`src/rtl/fbpa_pkg.sv`:
```
// fbpa_pkg: shared types for the fixed block pool allocator
// result status codes and the controller to datapath command and status groups
// no dependencies
`default_nettype none

package fbpa_pkg;

	typedef enum logic [2:0] {
		ST_ALLOC = 3'd0,
		ST_EMPTY = 3'd1,
		ST_FREED = 3'd2,
		ST_NULL  = 3'd3,
		ST_BAD   = 3'd4
	} status_t;

	typedef enum logic {
		REQ_ALLOC = 1'b0,
		REQ_FREE  = 1'b1
	} req_t;

	// controller to datapath
	typedef struct packed {
		logic init_wr;
		logic accept;
		logic commit;
	} dp_cmd_t;

	// datapath to controller
	typedef struct packed {
		logic init_last;
		logic is_alloc;
	} dp_sts_t;

endpackage

`default_nettype wire

```
`src/rtl/fbpa_ram.sv`:
```
// fbpa_ram: generic single write port, single read port ram with registered read
// no dependencies
`default_nettype none

module fbpa_ram #(
	parameter int WIDTH = 4,
	parameter int DEPTH = 8
) (
	input  wire logic                     clk,
	input  wire logic                     we,
	input  wire logic [$clog2(DEPTH)-1:0] waddr,
	input  wire logic [WIDTH-1:0]         wdata,
	input  wire logic                     re,
	input  wire logic [$clog2(DEPTH)-1:0] raddr,
	output logic      [WIDTH-1:0]         rdata
);

	logic [WIDTH-1:0] mem_q [DEPTH];

	always_ff @(posedge clk) begin
		if (we) begin
			mem_q[waddr] <= wdata;
		end
		if (re) begin
			rdata <= mem_q[raddr];
		end
	end

endmodule

`default_nettype wire

```
`src/rtl/fbpa_ctrl.sv`:
```
// fbpa_ctrl: sequencing state machine and output handshake of the allocator
// depends on fbpa_pkg for the command and status groups
`default_nettype none

module fbpa_ctrl (
	input  wire logic              clk,
	input  wire logic              arst_n,
	input  wire logic              in_valid,
	output logic                   in_ready,
	output logic                   out_valid,
	input  wire logic              out_ready,
	output fbpa_pkg::dp_cmd_t      cmd,
	input  wire fbpa_pkg::dp_sts_t sts
);
	import fbpa_pkg::*;

	typedef enum logic [3:0] {
		S_INIT = 4'b0001,
		S_IDLE = 4'b0010,
		S_CALC = 4'b0100,
		S_FIN  = 4'b1000
	} state_t;

	state_t state_q;
	state_t state_d;
	logic   out_valid_q;
	logic   slot_free;

	assign slot_free = !out_valid_q || out_ready;
	assign in_ready  = (state_q == S_IDLE);
	assign out_valid = out_valid_q;

	always_comb begin
		state_d     = state_q;
		cmd.init_wr = 1'b0;
		cmd.accept  = 1'b0;
		cmd.commit  = 1'b0;
		case (state_q)
			S_INIT: begin
				cmd.init_wr = 1'b1;
				if (sts.init_last) begin
					state_d = S_IDLE;
				end
			end
			S_IDLE: begin
				if (in_valid) begin
					cmd.accept = 1'b1;
					state_d    = S_CALC;
				end
			end
			S_CALC: begin
				if (!sts.is_alloc) begin
					state_d = S_FIN;
				end else if (slot_free) begin
					cmd.commit = 1'b1;
					state_d    = S_IDLE;
				end
			end
			S_FIN: begin
				if (slot_free) begin
					cmd.commit = 1'b1;
					state_d    = S_IDLE;
				end
			end
			default: begin
				state_d = S_IDLE;
			end
		endcase
	end

	always_ff @(posedge clk or negedge arst_n) begin
		if (!arst_n) begin
			state_q     <= S_INIT;
			out_valid_q <= 1'b0;
		end else begin
			state_q <= state_d;
			if (cmd.commit) begin
				out_valid_q <= 1'b1;
			end else if (out_ready) begin
				out_valid_q <= 1'b0;
			end
		end
	end

endmodule

`default_nettype wire

```
`src/rtl/fbpa_dpath.sv`:
```
// fbpa_dpath: free list memory, head and count registers, address checks and results
// depends on fbpa_pkg and fbpa_ram
`default_nettype none

module fbpa_dpath #(
	parameter int BLOCK_COUNT = 8,
	parameter int BLOCK_BYTES = 32,
	parameter int ADDR_BITS   = 32
) (
	input  wire logic                               clk,
	input  wire logic                               arst_n,
	input  wire fbpa_pkg::dp_cmd_t                  cmd,
	output fbpa_pkg::dp_sts_t                       sts,
	input  wire logic                               cfg_wr_en,
	input  wire logic [ADDR_BITS-1:0]               cfg_wr_data,
	input  wire logic                               req_type,
	input  wire logic [ADDR_BITS-1:0]               free_addr,
	output logic      [2:0]                         status,
	output logic      [ADDR_BITS-1:0]               block_addr,
	output logic      [$clog2(BLOCK_COUNT+1)-1:0]   used_count,
	output logic      [$clog2(BLOCK_COUNT+1)-1:0]   peak_count
);
	import fbpa_pkg::*;

	localparam int CNT_W = $clog2(BLOCK_COUNT + 1);
	localparam int AW    = $clog2(BLOCK_COUNT);
	localparam int OFF_W = $clog2(BLOCK_COUNT * BLOCK_BYTES);
	localparam int EXT_W = (ADDR_BITS > OFF_W) ? ADDR_BITS : OFF_W;
	localparam int BW    = $clog2(BLOCK_BYTES);
	localparam int SH    = OFF_W + BW;
	localparam int RW    = OFF_W + 1;
	localparam int PW    = OFF_W + RW;
	localparam longint unsigned RECIP_L =
		((64'd1 << SH) + BLOCK_BYTES - 1) / BLOCK_BYTES;
	localparam logic [RW-1:0]    RECIP = RW'(RECIP_L);
	localparam logic [EXT_W-1:0] LIMIT = EXT_W'(BLOCK_COUNT * BLOCK_BYTES);
	localparam logic [CNT_W-1:0] FULL  = CNT_W'(BLOCK_COUNT);

	logic [ADDR_BITS-1:0] pool_base_q;
	logic [CNT_W-1:0]     head_q;
	logic [CNT_W-1:0]     used_q;
	logic [CNT_W-1:0]     peak_q;
	logic [AW-1:0]        init_cnt_q;

	req_t                 req_q;
	logic                 null_q;
	logic                 empty_q;
	logic                 in_range_q;
	logic [OFF_W-1:0]     off_lo_q;
	logic [OFF_W-1:0]     bofs_q;
	logic [PW-1:0]        prod_q;

	status_t              status_q;
	logic [ADDR_BITS-1:0] block_addr_q;

	logic [ADDR_BITS-1:0] off;
	logic [EXT_W-1:0]     off_ext;
	logic [CNT_W-1:0]     q_blk;
	logic                 aligned;
	logic                 free_ok;
	logic [CNT_W-1:0]     used_inc;
	logic [ADDR_BITS-1:0] alloc_addr;

	logic                 ram_we;
	logic [AW-1:0]        ram_waddr;
	logic [CNT_W-1:0]     ram_wdata;
	logic                 ram_re;
	logic [CNT_W-1:0]     ram_rdata;

	assign off     = free_addr - pool_base_q;
	assign off_ext = EXT_W'(off);

	assign q_blk   = CNT_W'(prod_q >> SH);
	assign aligned = (OFF_W'(q_blk * BLOCK_BYTES) == off_lo_q);
	assign free_ok = !null_q && in_range_q && aligned;

	assign used_inc   = (used_q < FULL) ? used_q + CNT_W'(1) : used_q;
	assign alloc_addr = pool_base_q + ADDR_BITS'(EXT_W'(bofs_q));

	assign ram_re    = cmd.accept && !(head_q >= FULL);
	assign ram_we    = cmd.init_wr || (cmd.commit && (req_q == REQ_FREE) && free_ok);
	assign ram_waddr = cmd.init_wr ? init_cnt_q : q_blk[AW-1:0];
	assign ram_wdata = cmd.init_wr ? CNT_W'(init_cnt_q) + CNT_W'(1) : head_q;

	fbpa_ram #(
		.WIDTH (CNT_W),
		.DEPTH (BLOCK_COUNT)
	) u_free_list (
		.clk   (clk),
		.we    (ram_we),
		.waddr (ram_waddr),
		.wdata (ram_wdata),
		.re    (ram_re),
		.raddr (head_q[AW-1:0]),
		.rdata (ram_rdata)
	);

	assign sts.init_last = (init_cnt_q == AW'(BLOCK_COUNT - 1));
	assign sts.is_alloc  = (req_q == REQ_ALLOC);

	assign status     = status_q;
	assign block_addr = block_addr_q;
	assign used_count = used_q;
	assign peak_count = peak_q;

	// control and architectural state
	always_ff @(posedge clk or negedge arst_n) begin
		if (!arst_n) begin
			pool_base_q <= '0;
			head_q      <= '0;
			used_q      <= '0;
			peak_q      <= '0;
			init_cnt_q  <= '0;
		end else begin
			if (cfg_wr_en) begin
				pool_base_q <= cfg_wr_data;
			end
			if (cmd.init_wr) begin
				init_cnt_q <= init_cnt_q + AW'(1);
			end
			if (cmd.commit) begin
				if (req_q == REQ_ALLOC) begin
					if (!empty_q) begin
						head_q <= ram_rdata;
						used_q <= used_inc;
						if (used_inc > peak_q) begin
							peak_q <= used_inc;
						end
					end
				end else if (free_ok) begin
					head_q <= q_blk;
					if (used_q != '0) begin
						used_q <= used_q - CNT_W'(1);
					end
				end
			end
		end
	end

	// request capture, offset split and result payload
	always_ff @(posedge clk) begin
		if (cmd.accept) begin
			req_q      <= req_t'(req_type);
			null_q     <= (free_addr == '0);
			empty_q    <= (head_q >= FULL);
			in_range_q <= (off_ext < LIMIT);
			off_lo_q   <= off_ext[OFF_W-1:0];
			bofs_q     <= OFF_W'(head_q * BLOCK_BYTES);
		end
		prod_q <= PW'(off_lo_q) * PW'(RECIP);
		if (cmd.commit) begin
			if (req_q == REQ_ALLOC) begin
				if (empty_q) begin
					status_q     <= ST_EMPTY;
					block_addr_q <= '0;
				end else begin
					status_q     <= ST_ALLOC;
					block_addr_q <= alloc_addr;
				end
			end else begin
				block_addr_q <= '0;
				if (null_q) begin
					status_q <= ST_NULL;
				end else if (free_ok) begin
					status_q <= ST_FREED;
				end else begin
					status_q <= ST_BAD;
				end
			end
		end
	end

endmodule

`default_nettype wire

```
`src/rtl/fixed_block_pool_allocator_top.sv`:
```
// fixed_block_pool_allocator_top: pool of equal sized blocks kept on a lifo free list
// requests come in on a valid/ready channel, one result leaves per request on
// a second valid/ready channel. pool_base is written through cfg_wr_en/cfg_wr_data.
// req_type 0 allocates and returns the block address, 1 frees free_addr.
// after reset each free list entry is initialised, one entry per cycle, with in_ready
// low until the last is written; configuration writes are taken meanwhile.
// an allocate reads the head's next index from the free list ram at the transfer;
// that registered read data becomes the new head when the result is registered.
// a free registers in turn the offset subtract, the reciprocal multiply, then the
// alignment check and list push.
// one request is in work at a time; the next is taken once the result is
// registered, so a result can wait on out_ready while the next request is transferred.
// a finished request holds in its last state while out_ready is low and the output
// register still holds an untaken result, until that result is taken.
// depends on fbpa_pkg, fbpa_ctrl, fbpa_dpath, fbpa_ram
`default_nettype none

module fixed_block_pool_allocator_top #(
	parameter int BLOCK_COUNT = 8,
	parameter int BLOCK_BYTES = 32,
	parameter int ADDR_BITS   = 32
) (
	input  wire logic                             clk,
	input  wire logic                             arst_n,
	input  wire logic                             cfg_wr_en,
	input  wire logic [ADDR_BITS-1:0]             cfg_wr_data,
	input  wire logic                             in_valid,
	output logic                                  in_ready,
	input  wire logic                             req_type,
	input  wire logic [ADDR_BITS-1:0]             free_addr,
	output logic                                  out_valid,
	input  wire logic                             out_ready,
	output logic      [2:0]                       status,
	output logic      [ADDR_BITS-1:0]             block_addr,
	output logic      [$clog2(BLOCK_COUNT+1)-1:0] used_count,
	output logic      [$clog2(BLOCK_COUNT+1)-1:0] peak_count
);
	import fbpa_pkg::*;

	dp_cmd_t cmd;
	dp_sts_t sts;

	fbpa_ctrl u_ctrl (
		.clk       (clk),
		.arst_n    (arst_n),
		.in_valid  (in_valid),
		.in_ready  (in_ready),
		.out_valid (out_valid),
		.out_ready (out_ready),
		.cmd       (cmd),
		.sts       (sts)
	);

	fbpa_dpath #(
		.BLOCK_COUNT (BLOCK_COUNT),
		.BLOCK_BYTES (BLOCK_BYTES),
		.ADDR_BITS   (ADDR_BITS)
	) u_dpath (
		.clk         (clk),
		.arst_n      (arst_n),
		.cmd         (cmd),
		.sts         (sts),
		.cfg_wr_en   (cfg_wr_en),
		.cfg_wr_data (cfg_wr_data),
		.req_type    (req_type),
		.free_addr   (free_addr),
		.status      (status),
		.block_addr  (block_addr),
		.used_count  (used_count),
		.peak_count  (peak_count)
	);

endmodule

`default_nettype wire

```
`config.mk`:
```
export PLATFORM = sky130hd
export DESIGN_NAME = fixed_block_pool_allocator_top
export DESIGN_NICKNAME = d
export VERILOG_FILES = /design/src/rtl/fbpa_pkg.sv /design/src/rtl/fbpa_ram.sv /design/src/rtl/fbpa_ctrl.sv /design/src/rtl/fbpa_dpath.sv /design/src/rtl/fixed_block_pool_allocator_top.sv
export SDC_FILE = /design/constraint.sdc
export NUM_CORES = 1
export LEC_CHECK = 0
export BUFFER_PORTS_ARGS = -buffer_cell sky130_fd_sc_hd__buf_2
export CORE_MARGIN = 3
export CORE_UTILIZATION = 53
export CTS_CLUSTER_SIZE = 8
export DETAILED_ROUTE_END_ITERATION = 10
export PLACE_DENSITY = 0.75
export SYNTH_ARGS = -nofsm -noshare
export SYNTH_HDL_FRONTEND = slang
export SYNTH_SLANG_ARGS = --single-unit
```
`constraint.sdc`:
```
create_clock -name clk -period 9.52 [get_ports clk]
set_input_delay 1.904 -clock clk [delete_from_list [all_inputs] [get_ports clk]]
set_output_delay 1.904 -clock clk [all_outputs]
set_load 0.02 [all_outputs]
```
==> summary.txt, run 1 <==
Pwr
  • Total leakage power: about 3.9 nW
  • Worst vdd ir: ~0.15 mV
  • Pwr dens: roughly 230 nW/um^2

Timing
  • Final Cycle Share: ~50%
  • Slew HR: ~31%
  • Setup slack after layout: around 4.8 ns
  • Final min period: about 4.7 ns
  • Setup TNS Final: 0 ns
  • Fin. max-slew vios: 0
  • RSZ-0062 raised after global routing: false
  • Final hold violation count: 0
  • Fmax: about 0.21 GHz
  • Clock skew: 0.00966 ns
  • Slew @ Worst Pin: about 1.0 ns
  • Setup Viol. Count Final: 0

CTS
  • Clk root buf: clkbuf_16
  • H-tree levels: 4
  • Num CTS Buffers: 17
  • Post-cts resize count: 0
  • Bufs on Longest Clock Path: 2
  • Clock slew at the register clock pins of the worst setup and hold paths: 0.06 ns
  • CTS tree: done
  • Hold Buf Count CTS: 0
  • Post-CTS setup buffers: 0
  • Later-pin clock latency in the skew report: 0.42 ns
  • Clk sinks: 141

Synthesis
  • Post-synthesis xor/xnor area fraction: under 10%
  • Synth Area in Compound Gates: between 10% and 20%
  • Mux share of post-synthesis cell area: between 3 and 4%
  • Most used DFF post-synth: edfxtp_1
  • Post-Synthesis Cells: approximately 800
  • Syn Nets: 897
  • Post-synth ARST share: a little under two fifths
  • Synth Area in Adders: under 10%
  • Main combinational cell family by area after synthesis: simple AND/OR/NAND/NOR gates
  • Flops & latches, synth: around 140
  • Ys Warns: 0
  • Synthesized area: 8030 sq um
  • Avg Synthesized Cell Area: around 10 sq um
  • Simple-gate area share of the yosys netlist: about 16%
  • Netlist cell types: 71
  • Seq/Total Area, Yosys: about half
  • EDFF count, synth: 86

Routing
  • Vias: around 6200
  • Final wirelength: ~19000 microns
  • DR WL/cell: approximately 18 microns
  • Via density: between 5 and 6
  • Initial DRC Count: roughly 450
  • DRC: 0
  • Post-route antenna net violation count: 0
  • First drt pass iteration count: 5

Global route
  • Remaining global-route overflow: 0
  • First-pass GRT wire length: between 20000 and 30000 microns
  • Initial antenna violation count: 0
  • Pin count of the biggest net entering global routing: 63
  • Total GRT Usage: a little under a quarter
  • Vias in the first global route: around 5700

Die
  • IO Pins: around 120
  • Core Region: ~15000 sq um
  • Initial core utilization: a little over half
  • DIE HEIGHT: about 130 microns
  • Die area: approximately 17000 sq um
  • Die X: around 130 microns
  • # rows: 44

Worst setup path
  • Critical path required time: a little under 10 ns
  • Critical path capture point type: register
  • Worst Setup SP: free_addr[0]
  • Worst flop-to-flop path startpoint: u_dpath.pool_base_q[0]
  • WS Path Type: input pin to register
  • Worst EP arrival: 4.96 ns
  • CP Max Fanout: 5
  • CP Launch Type: input pin

Placement
  • Detailed placer's ending HPWL: between 10000 and 15000 microns
  • Gp weighted congestion: about 0.97
  • Dpl ws: ~4.4 ns
  • IO Port Bufs: between 100 and 150

Final layout
  • Share of cells above drive strength 1: 19.8%
  • Syn-to-layout area delta: 15.8%
  • Nets: 997
  • FILL cells: 1189
  • Diode count: 0

Run status
  • Status: completed

Worst hold path
  • Worst hold path startpoint: u_dpath.off_lo_q[7]
  • HP Class: register to register

Run
  • Max-Cap Viols: 0
## where the power goes
group | internal [mW] | switching [mW] | leakage, nW
registers | 0.775 | 0.0802 | 1.45
logic | 0.227 | 0.335 | 2.10
clock network | 0.440 | 0.259 | 0.300
total | 1.44 | 0.674 | 3.85
## synth_stat cells, types with 9 or more instances
cell,number,area [sq um]
a31oi_1,9,56.3
ha_1,43,538
mux2_2,9,101
nor4_1,13,81.3
a21o_1,12,90.1
a21oi_1,37,185
nor2b_1,9,56.3
dfrtp_1,51,1280
nand3_1,19,95.1
nor2_1,69,259
xor2_1,15,131
nor3_1,13,65.1
nand2_1,83,312
xnor2_1,37,324
nand4_1,19,119
inv_1,51,191
edfxtp_1,86,2580
o21ai_0,62,310
clkbuf_1,26,97.6
## path summary, 6_finish.rpt
check	end	slack [ns]	depth (start not counted)
max	u_dpath.in_range_q	4.81	14
min	u_dpath.prod_q[15]	0.40	0
max reg2reg	u_dpath.in_range_q	6.03	12
min reg2reg	u_dpath.prod_q[15]	0.40	0
max in group asynchronous	u_dpath.pool_base_q[27]	7.45	2
min in group asynchronous	u_dpath.peak_count[1]	1.60	2
## cell type report
cell class | count | area, sq um | share of cell area (%)
repair buffers | 115 | 578 | 6.22
flip-flops and latches | 141 | 3950 | 42.4
inverters | 51 | 191 | 2.06
clock buffers | 18 | 429 | 4.62
multi-input cells | 556 | 3730 | 40.1
well taps | 184 | 230 | 2.48
clock inverters | 14 | 191 | 2.06
## worst max-delay path, stage by stage
cell and delay, ns:
buf_2 0.11, inv_1 0.05, ha_1 0.16, inv_1 0.06, fa_1 0.39, a21o_1 0.24, a221oi_4 0.35, o211a_1 0.28
xor2_1 0.16, o2111ai_1 0.12, a2111oi_0 0.39, nand4_1 0.13, or3_1 0.40, nor4_2 0.23
## layer usage
metal | wire (microns) | global-route usage [%]
met1 | 8430 | 33.1
met2 | 9160 | 37.1
met3 | 1140 | 3.96
met4 | 294 | 6.86
met5 | 0 | 0
## per-stage QoR
step	instances	area [sq um]	utilization (%)	power (mW)	hold WS, ns
after floorplan	782	8030	-	1.26	0.368
after global placement	1047	8680	59.0	1.41	0.387
after detailed placement	1047	8680	59.0	1.42	0.382
after CTS	1079	9300	63.3	2.12	0.397
after global routing	1079	9300	63.3	2.23	0.417
final	1079	9300	63.3	2.12	0.397
## cells in the final DEF, fill, tap and decap left out, types with 4 or more instances in the layout
cell type | Yosys | layout
or3_1 | 4 | 4
and2_1 | 5 | 5
clkbuf_16 | 0 | 17
a21o_1 | 12 | 12
edfxtp_1 | 86 | 86
nand4_1 | 19 | 19
a21oi_1 | 37 | 37
bufinv_16 | 0 | 4
o211ai_1 | 5 | 5
a31oi_1 | 9 | 9
nor4_1 | 13 | 13
nand3_1 | 19 | 19
nand2b_1 | 8 | 8
o2111ai_1 | 5 | 5
o21ai_0 | 62 | 62
xor2_1 | 15 | 15
xnor2_1 | 37 | 37
buf_2 | 1 | 114
mux4_2 | 8 | 8
nor3_1 | 13 | 13
nand2_1 | 83 | 83
and3_1 | 5 | 5
o21a_1 | 8 | 8
nor3b_1 | 5 | 5
inv_1 | 51 | 51
dfrtp_1 | 51 | 51
mux2_2 | 9 | 9
nor2_1 | 69 | 68
ha_1 | 43 | 43
nor2b_1 | 9 | 9
## state kept, by name, indices dropped and copies added, names as in the netlist, 3 cells and up
signal,count
u_ctrl.state_q,4
u_dpath.block_addr,32
u_dpath.bofs_q,3
u_dpath.head_q,4
u_dpath.init_cnt_q,3
u_dpath.off_lo_q,8
u_dpath.peak_count,4
u_dpath.pool_base_q,32
u_dpath.prod_q,3
u_dpath.status,3
u_dpath.u_free_list.mem_q,32
u_dpath.u_free_list.rdata,4
u_dpath.used_count,4
## cells by family (layout without fill, tap and decap cells)
group                      count (synthesis)  count (layout)
adders and majority gates                 45              45
AOI/OAI and AO/OA                        174             174
muxes                                     20              20
xor gates and xnor gates                  52              52
buffers and inverters                     85             198
and+or+nand+nor                          265             265
DFF                                      141             141
No activity file was read; power rests on OpenSTA's default activity.
==> run 2: changes to the inputs <==
CORE_UTILIZATION = 52   (was 53)
PLACE_DENSITY = 0.76   (was 0.75)
clock period = 3.95 ns   (was 9.52 ns; I/O delays follow)
==> run 2 against run 1 <==
Effect of this change:
- via count is 3.0% higher
- clock power is 130% higher
- utilization is 0.12 points lower
- design area up 0.55%
- non-clock buffer count up 9
- critical path type unchanged
- highest routed layer is now met5
==> summary.txt, run 2 (synthesis gave the netlist of run 1 again) <==
Run status
  • Status: completed (unchanged)

CTS
  • Clk sinks: 141 (unchanged)
  • Clk root buf: clkbuf_16 (unchanged)
  • CTS tree: done (unchanged)
  • Bufs on Longest Clock Path: 2 (unchanged)
  • Post-CTS setup buffers: 0 (unchanged)
  • Later-pin clock latency in the skew report: 0.42 ns (about the same)
  • Clock slew at the register clock pins of the worst setup and hold paths: 0.06 ns (about the same)
  • Hold Buf Count CTS: 0 (unchanged)
  • Post-cts resize count: 0 (unchanged)
  • H-tree levels: 4 (unchanged)
  • Num CTS Buffers: 17 (unchanged)

Placement
  • Detailed placer's ending HPWL: 14900 microns (was 14500 microns)
  • Gp weighted congestion: 0.956 (was 0.966)
  • Cell Area, Placed: 8740 sq um (was 8680 sq um)
  • DP Cell Count: 1056 (was 1047)
  • IO Port Bufs: 114 (unchanged)
  • Dpl ws: -0.0545 ns (was 4.39 ns)

Global route
  • Initial antenna violation count: 2 (was 0)
  • First-pass GRT wire length: 31400 microns (was 30000 microns)
  • Remaining global-route overflow: 0 (unchanged)
  • Vias in the first global route: 6141 (was 5739)
  • Pin count of the biggest net entering global routing: 52 (was 63)
  • Total GRT Usage: 24.2% (was 23.3%)

Worst setup path
  • Worst EP arrival: 3.85 ns (was 4.96 ns)
  • Critical path cell sequence: buf_2 > inv_1 > ha_1 > inv_1 > fa_1 > a21o_1 > a221oi_4 > o22ai_2 > o41a_1 > a211oi_2 > xor2_1 > nand4_1 > or3_1 > nor4_2 (was buf_2 > inv_1 > ha_1 > inv_1 > fa_1 > a21o_1 > a221oi_4 > o211a_1 > xor2_1 > o2111ai_1 > a2111oi_0 > nand4_1 > or3_1 > nor4_2)
  • CP Max Fanout: 5 (unchanged)
  • Slowest stage delay, CP: 0.49 ns (was 0.40 ns)
  • Critical path capture point type: register (unchanged)
  • CP top delay family: compound AO/OA/AOI/OAI gates (unchanged)
  • Reg2reg end: u_dpath.in_range_q (unchanged)
  • Critical path required time: 4.20 ns (was 9.77 ns)
  • Worst r2r path cells: 12 (unchanged)
  • WS Path Type: input pin to register (unchanged)
  • Worst path most repeated cell: inv_1 (unchanged)
  • FF-to-FF setup slack: 0.49 ns (was 6.03 ns)
  • Worst flop-to-flop path startpoint: u_dpath.pool_base_q[0] (unchanged)
  • CP max-delay cell: o41a_1 (was or3_1)
  • CP Launch Type: input pin (unchanged)
  • Buffers and inverters on the worst path: 3 (unchanged)

Worst hold path
  • Endpoint, Worst Hold: u_dpath.prod_q[15] (unchanged)
  • HP Class: register to register (unchanged)
  • WHS Path Cells: 0 (unchanged)
  • Worst hold path startpoint: u_dpath.off_lo_q[7] (unchanged)

Final layout
  • Diode count: 0 (unchanged)
  • Commonest non-fill, non-tap cell in the layout: buf_2 (unchanged)
  • Final cell count without fillers: 1088 (was 1079)
  • Multi-input logic area: 3730 sq um (unchanged)
  • Util after Layout: 63.1% (was 63.3%)
  • Most frequent cells in the layout: 114 x buf_2, 86 x edfxtp_1, 83 x nand2_1 (unchanged)
  • Syn-to-layout area delta: 16.4% (was 15.8%)
  • FILL cells: 1206 (was 1189)
  • Register area: 3950 sq um (unchanged)
  • Share of cells above drive strength 1: 20.4% (was 19.8%)
  • Cell area after layout: 9350 sq um (was 9300 sq um)
  • Nets: 1006 (was 997)

Routing
  • First drt pass iteration count: 5 (unchanged)
  • DRC: 0 (unchanged)
  • Vias: 6397 (was 6212)
  • Final wirelength: 20100 microns (was 19000 microns)
  • Via density: 5.88 (was 5.76)
  • Post-route antenna net violation count: 0 (unchanged)
  • DR WL/cell: 18.5 microns (was 17.6 microns)
  • Initial DRC Count: 438 (was 449)

Pwr
  • Worst vdd ir: 0.349 mV (was 0.147 mV)
  • Pwr dens: 545 nW/um^2 (was 228 nW/um^2)
  • Total leakage power: 3.89 nW (was 3.85 nW)

Die
  • DIE HEIGHT: 130 microns (was 129 microns)
  • Die area: 17000 sq um (was 16700 sq um)
  • Core Region: 14800 sq um (was 14700 sq um)
  • IO Pins: 115 (unchanged)
  • Die X: 130 microns (was 129 microns)
  • Initial core utilization: 54.2% (was 54.6%)
  • # rows: 44 (unchanged)

Timing
  • Setup TNS Final: 0 ns (unchanged)
  • Final Cycle Share: roughly nine tenths
  • Final hold violation count: 0 (unchanged)
  • Slew @ Worst Pin: 0.965 ns (was 1.04 ns)
  • Setup slack after layout: 0.349 ns (was 4.81 ns)
  • Fin. max-slew vios: 0 (unchanged)
  • Slew HR: 35.0% (was 30.6%)
  • Fmax: around 0.28 GHz
  • Clock skew: 0.00727 ns (was 0.00966 ns)
  • Setup Viol. Count Final: 0 (unchanged)
  • Final min period: about 3.6 ns
  • RSZ-0062 raised after global routing: false (unchanged)

Run
  • Max-Cap Viols: 0 (unchanged)
## run 2: routing by layer
metal	routed length (microns)	GRT usage, %
met1	8690	32.3
met2	9180	37.6
met3	1630	6.18
met4	603	10.5
met5	22	0
## run 2: final cells by class
type	instances	share of cell area, %
multi-input combinational	556	39.9
tap	184	2.46
clock buffer	18	4.59
inverter	51	2.05
sequential	141	42.2
clock inverter	14	1.87
timing repair buffer	124	6.91
## run 2: worst reg2reg max path, stage by stage, from the launching register on
cell and delay [ns]:
dfrtp_1 0.38, ha_1 0.17, inv_1 0.05, fa_1 0.38
a21o_1 0.23, a221oi_4 0.37, o22ai_2 0.14, o41a_1 0.49
a211oi_2 0.23, xor2_1 0.17, nand4_1 0.10, or3_1 0.34
nor4_2 0.25
## run 2: report_power, final
part,internal [mW],total [mW],switching [mW]
Clock,1.04,1.64,0.597
Sequential,1.87,2.06,0.190
Combinational,0.560,1.39,0.835
## run 2: how the worst max path moves through the flow
stage / depth (start not counted) / end / start / slack, ns
detailed placement: 14 / u_dpath.in_range_q / free_addr[0] / -0.05
global route: 14 / u_dpath.in_range_q / free_addr[0] / 0.16
finish: 14 / u_dpath.in_range_q / free_addr[0] / 0.35
CTS: 14 / u_dpath.in_range_q / free_addr[0] / 0.37
floorplan: 13 / u_dpath.in_range_q / free_addr[0] / 0.31
global placement: 14 / u_dpath.in_range_q / free_addr[0] / 0.07
## run 2: through the flow
| step | hold WS, ns | power [mW] |
|---|---|---|
| 2_1_floorplan | 0.368 | 3.04 |
| 3_3_place_gp | 0.377 | 3.43 |
| 3_5_place_dp | 0.379 | 3.45 |
| 4_1_cts | 0.395 | 5.11 |
| 5_1_grt | 0.396 | 5.35 |
| 6_report | 0.392 | 5.09 |
==> run 3: changes to the inputs <==
ABC_AREA = 1   (was default)
CORE_UTILIZATION = 53   (was 52)
PLACE_DENSITY = 0.77   (was 0.76)
REMOVE_ABC_BUFFERS = 1   (was default)
==> run 3 against run 2 <==
Effect of this change:
- global-route usage up 2.8 points
- critical path depth grew 4
- sequential power about the same
- die area up 7.2%
==> summary.txt, run 3 <==
Die
  • # rows: 46 (was 44)
  • Die X: 135 microns (was 130 microns)
  • IO Pins: 115 (unchanged)
  • Core Region: 16100 sq um (was 14800 sq um)
  • DIE HEIGHT: 135 microns (was 130 microns)
  • Initial core utilization: 54.8% (was 54.2%)
  • Die area: 18200 sq um (was 17000 sq um)

Timing
  • Final min period: 2.56 ns (was 3.60 ns)
  • Fmax: 0.391 GHz (was 0.278 GHz)
  • Slew HR: 29.7% (was 35.0%)
  • Final hold violation count: 0 (unchanged)
  • Clock skew: 0.0136 ns (was 0.00727 ns)
  • Setup TNS Final: 0 ns (unchanged)
  • Fin. max-slew vios: 0 (unchanged)
  • Setup Viol. Count Final: 0 (unchanged)
  • Slew @ Worst Pin: 1.04 ns (was 0.965 ns)
  • Final hold slack: 0.388 ns (was 0.392 ns)
  • Final Cycle Share: 64.8% (was 91.2%)
  • RSZ-0062 raised after global routing: false (unchanged)

CTS
  • Clk root buf: clkbuf_16 (unchanged)
  • Num CTS Buffers: 17 (unchanged)
  • Clock slew at the register clock pins of the worst setup and hold paths: 0.07 ns (was 0.06 ns)
  • CTS tree: done (unchanged)
  • Post-cts resize count: 0 (unchanged)
  • Clk sinks: 141 (unchanged)
  • Bufs on Longest Clock Path: 2 (unchanged)
  • Later-pin clock latency in the skew report: 0.42 ns (about the same)
  • H-tree levels: 4 (unchanged)
  • Post-CTS setup buffers: 0 (unchanged)
  • Hold Buf Count CTS: 0 (unchanged)

Worst setup path
  • CP Launch Type: input pin (unchanged)
  • Worst EP arrival: 2.84 ns (was 3.85 ns)
  • WS Path Type: input pin to register (unchanged)
  • CP top delay family: simple AND/OR/NAND/NOR gates (was compound AO/OA/AOI/OAI gates)
  • Slowest stage delay, CP: 0.44 ns (was 0.49 ns)
  • Worst path most repeated cell: nand2_1 (was inv_1)
  • CP Max Fanout: 4 (was 5)
  • Buffers and inverters on the worst path: 3 (unchanged)
  • Critical path cell sequence: buf_2 > inv_1 > ha_1 > inv_1 > fa_1 > nand2_1 > nand2_1 > nand3_1 > nand2_1 > nand2_1 > nand2_1 > nand2_1 > nand2_1 > nor2_1 > nand2_1 > nor2_1 > nand4_1 > nor2_1 (was buf_2 > inv_1 > ha_1 > inv_1 > fa_1 > a21o_1 > a221oi_4 > o22ai_2 > o41a_1 > a211oi_2 > xor2_1 > nand4_1 > or3_1 > nor4_2)
  • Critical path required time: 4.24 ns (was 4.20 ns)
  • CP max-delay cell: fa_1 (was o41a_1)
  • Critical path capture point type: register (unchanged)

Placement
  • Gp weighted congestion: 1.04 (was 0.956)
  • Cell Area, Placed: 9610 sq um (was 8740 sq um)
  • DP Cell Count: 1453 (was 1056)
  • IO Port Bufs: 114 (unchanged)
  • Detailed placer's ending HPWL: 18300 microns (was 14900 microns)

Synthesis
  • Seq/Total Area, Yosys: 44.8% (was 49.1%)
  • Post-synth ARST share: 36.9% (unchanged)
  • Synth Area in Adders: 6.57% (was 7.20%)
  • Yosys top cell area share: 29.3% (was 32.2%)
  • Flops & latches, synth: 141 (unchanged)
  • Synthesized area: 8800 sq um (was 8030 sq um)
  • Netlist cell types: 47 (was 71)
  • EDFF count, synth: 86 (unchanged)
  • Post-synth top cells: 315 x nand2_1, 173 x inv_1, 130 x nor2_1 (was 86 x edfxtp_1, 83 x nand2_1, 69 x nor2_1)
  • Mux share of post-synthesis cell area: 0% (was 3.88%)
  • Most numerous cell in the Yosys netlist: nand2_1 (was edfxtp_1)
  • Synth top area cells: edfxtp_1 29%, dfrtp_1 14%, nand2_1 13%, inv_1 7.4%, ha_1 6.1% (was edfxtp_1 32%, dfrtp_1 16%, ha_1 6.7%, xnor2_1 4.0%, nand2_1 3.9%)
  • Most used DFF post-synth: edfxtp_1 (unchanged)
  • Synth Area in Compound Gates: 9.17% (was 13.8%)
  • Ys Warns: 0 (unchanged)
  • Post-synthesis xor/xnor area fraction: 1.79% (was 5.67%)
  • Area leader, netlist: edfxtp_1 (unchanged)
  • Post-Synthesis Cells: 1137 (was 782)
  • Simple-gate area share of the yosys netlist: 29.0% (was 15.8%)
  • Main combinational cell family by area after synthesis: simple AND/OR/NAND/NOR gates (unchanged)
  • Avg Synthesized Cell Area: 7.74 sq um (was 10.3 sq um)

Run status
  • Status: completed (unchanged)

Final layout
  • Diode count: 0 (unchanged)
  • Commonest non-fill, non-tap cell in the layout: nand2_1 (was buf_2)
  • Syn-to-layout area delta: 15.8% (was 16.4%)
  • Nets: 1371 (was 1006)
  • Util after Layout: 63.5% (was 63.1%)
  • Share of cells above drive strength 1: 15.2% (was 20.4%)
  • Most frequent cells in the layout: 315 x nand2_1, 173 x inv_1, 130 x nor2_1 (was 114 x buf_2, 86 x edfxtp_1, 83 x nand2_1)
  • Final cell count without fillers: 1485 (was 1088)
  • Cell area after layout: 10200 sq um (was 9350 sq um)

Global route
  • Remaining global-route overflow: 0 (unchanged)
  • First-pass GRT wire length: 38000 microns (was 31400 microns)
  • Pin count of the biggest net entering global routing: 65 (was 52)
  • Total GRT Usage: 27.0% (was 24.2%)
  • Initial antenna violation count: 1 (was 2)
  • Vias in the first global route: 7521 (was 6141)

Routing
  • Initial DRC Count: 708 (was 438)
  • Via density: 5.32 (was 5.88)
  • DRC: 0 (unchanged)
  • DR WL/cell: 16.0 microns (was 18.5 microns)
  • Final wirelength: 23800 microns (was 20100 microns)
  • Post-route antenna net violation count: 0 (unchanged)
  • First drt pass iteration count: 6 (was 5)
  • Vias: 7895 (was 6397)

Pwr
  • Worst vdd ir: 0.308 mV (was 0.349 mV)
  • Total leakage power: 4.91 nW (was 3.89 nW)
  • Pwr dens: 524 nW/um^2 (was 545 nW/um^2)

Run
  • Max-Cap Viols: 0 (unchanged)

Worst hold path
  • HP Class: register to register (unchanged)
-- run 3: cell count changes after synthesis, moves of 9 or more --
cell,before,now
xnor2_1,37,6
nor3_1,13,26
nand2_1,83,315
mux2_2,9,0
clkbuf_1,26,17
nor2b_1,9,0
nor2_1,69,130
inv_1,51,173
a21o_1,12,1
o21ai_0,62,75
nand3_1,19,48
-- run 3: layout make-up --
class / instances / area (sq um)
Fill cell: 1405 / 5870
Multi-Input combinational cell: 794 / 4100
Sequential cell: 141 / 3950
Inverter: 183 / 687
Timing Repair Buffer: 119 / 608
Clock buffer: 21 / 483
Tap cell: 216 / 270
Clock inverter: 11 / 103
-- run 3: kinds of logic (layout without fill, tap and decap cells) --
family,after synthesis,after routing
compound gates,147,147
xor+xnor,18,18
fa+ha+maj,45,45
buf+inv,202,334
flops,141,141
simple gates,584,584
-- run 3: report_power, final --
group	switching [mW]	leakage, nW	internal [mW]
Clock	0.634	0.289	0.947
Combinational	1.16	3.18	0.541
Sequential	0.181	1.44	1.87
-- run 3: metal layers --
metal / track usage, % / wire length [microns]
met5: 0 / 13
met4: 9.62 / 684
met3: 4.66 / 1490
met2: 44.4 / 11200
met1: 36.1 / 10400
-- run 3: worst paths after layout --
check | start | endpoint | slack [ns] | cells after the start
hold reg to reg | u_dpath.off_lo_q[5] | u_dpath.prod_q[13] | 0.39 | 0
max in group asynchronous | arst_n | u_ctrl.state_q[0] | 2.60 | 2
hold / removal | u_dpath.off_lo_q[5] | u_dpath.prod_q[13] | 0.39 | 0
setup / recovery | free_addr[0] | u_dpath.in_range_q | 1.39 | 18
min in group asynchronous | arst_n | u_dpath.pool_base_q[9] | 0.55 | 1
setup reg to reg | u_dpath.pool_base_q[14] | u_dpath.in_range_q | 1.42 | 14
-- run 3: worst register-to-register path, cell delays in order, from the launching register on --
cell and delay [ns]:
dfrtp_1 0.42, inv_1 0.16, ha_1 0.43, nand2_1 0.16, nor2_1 0.25, nand2_1 0.11, clkinv_1 0.06, nand2_1 0.06
nand3_1 0.12, nand2_1 0.06, nor2_1 0.10, nand2_1 0.06, nor2_1 0.14, nand4_1 0.13, nor2_1 0.12
-- run 3: per-stage QoR --
stage	setup slack, ns	total power [mW]
6_report	1.39	5.34
5_1_grt	1.15	5.65
4_1_cts	1.44	5.34
3_5_place_dp	1.00	3.74
3_3_place_gp	1.08	3.70
2_1_floorplan	1.46	3.19
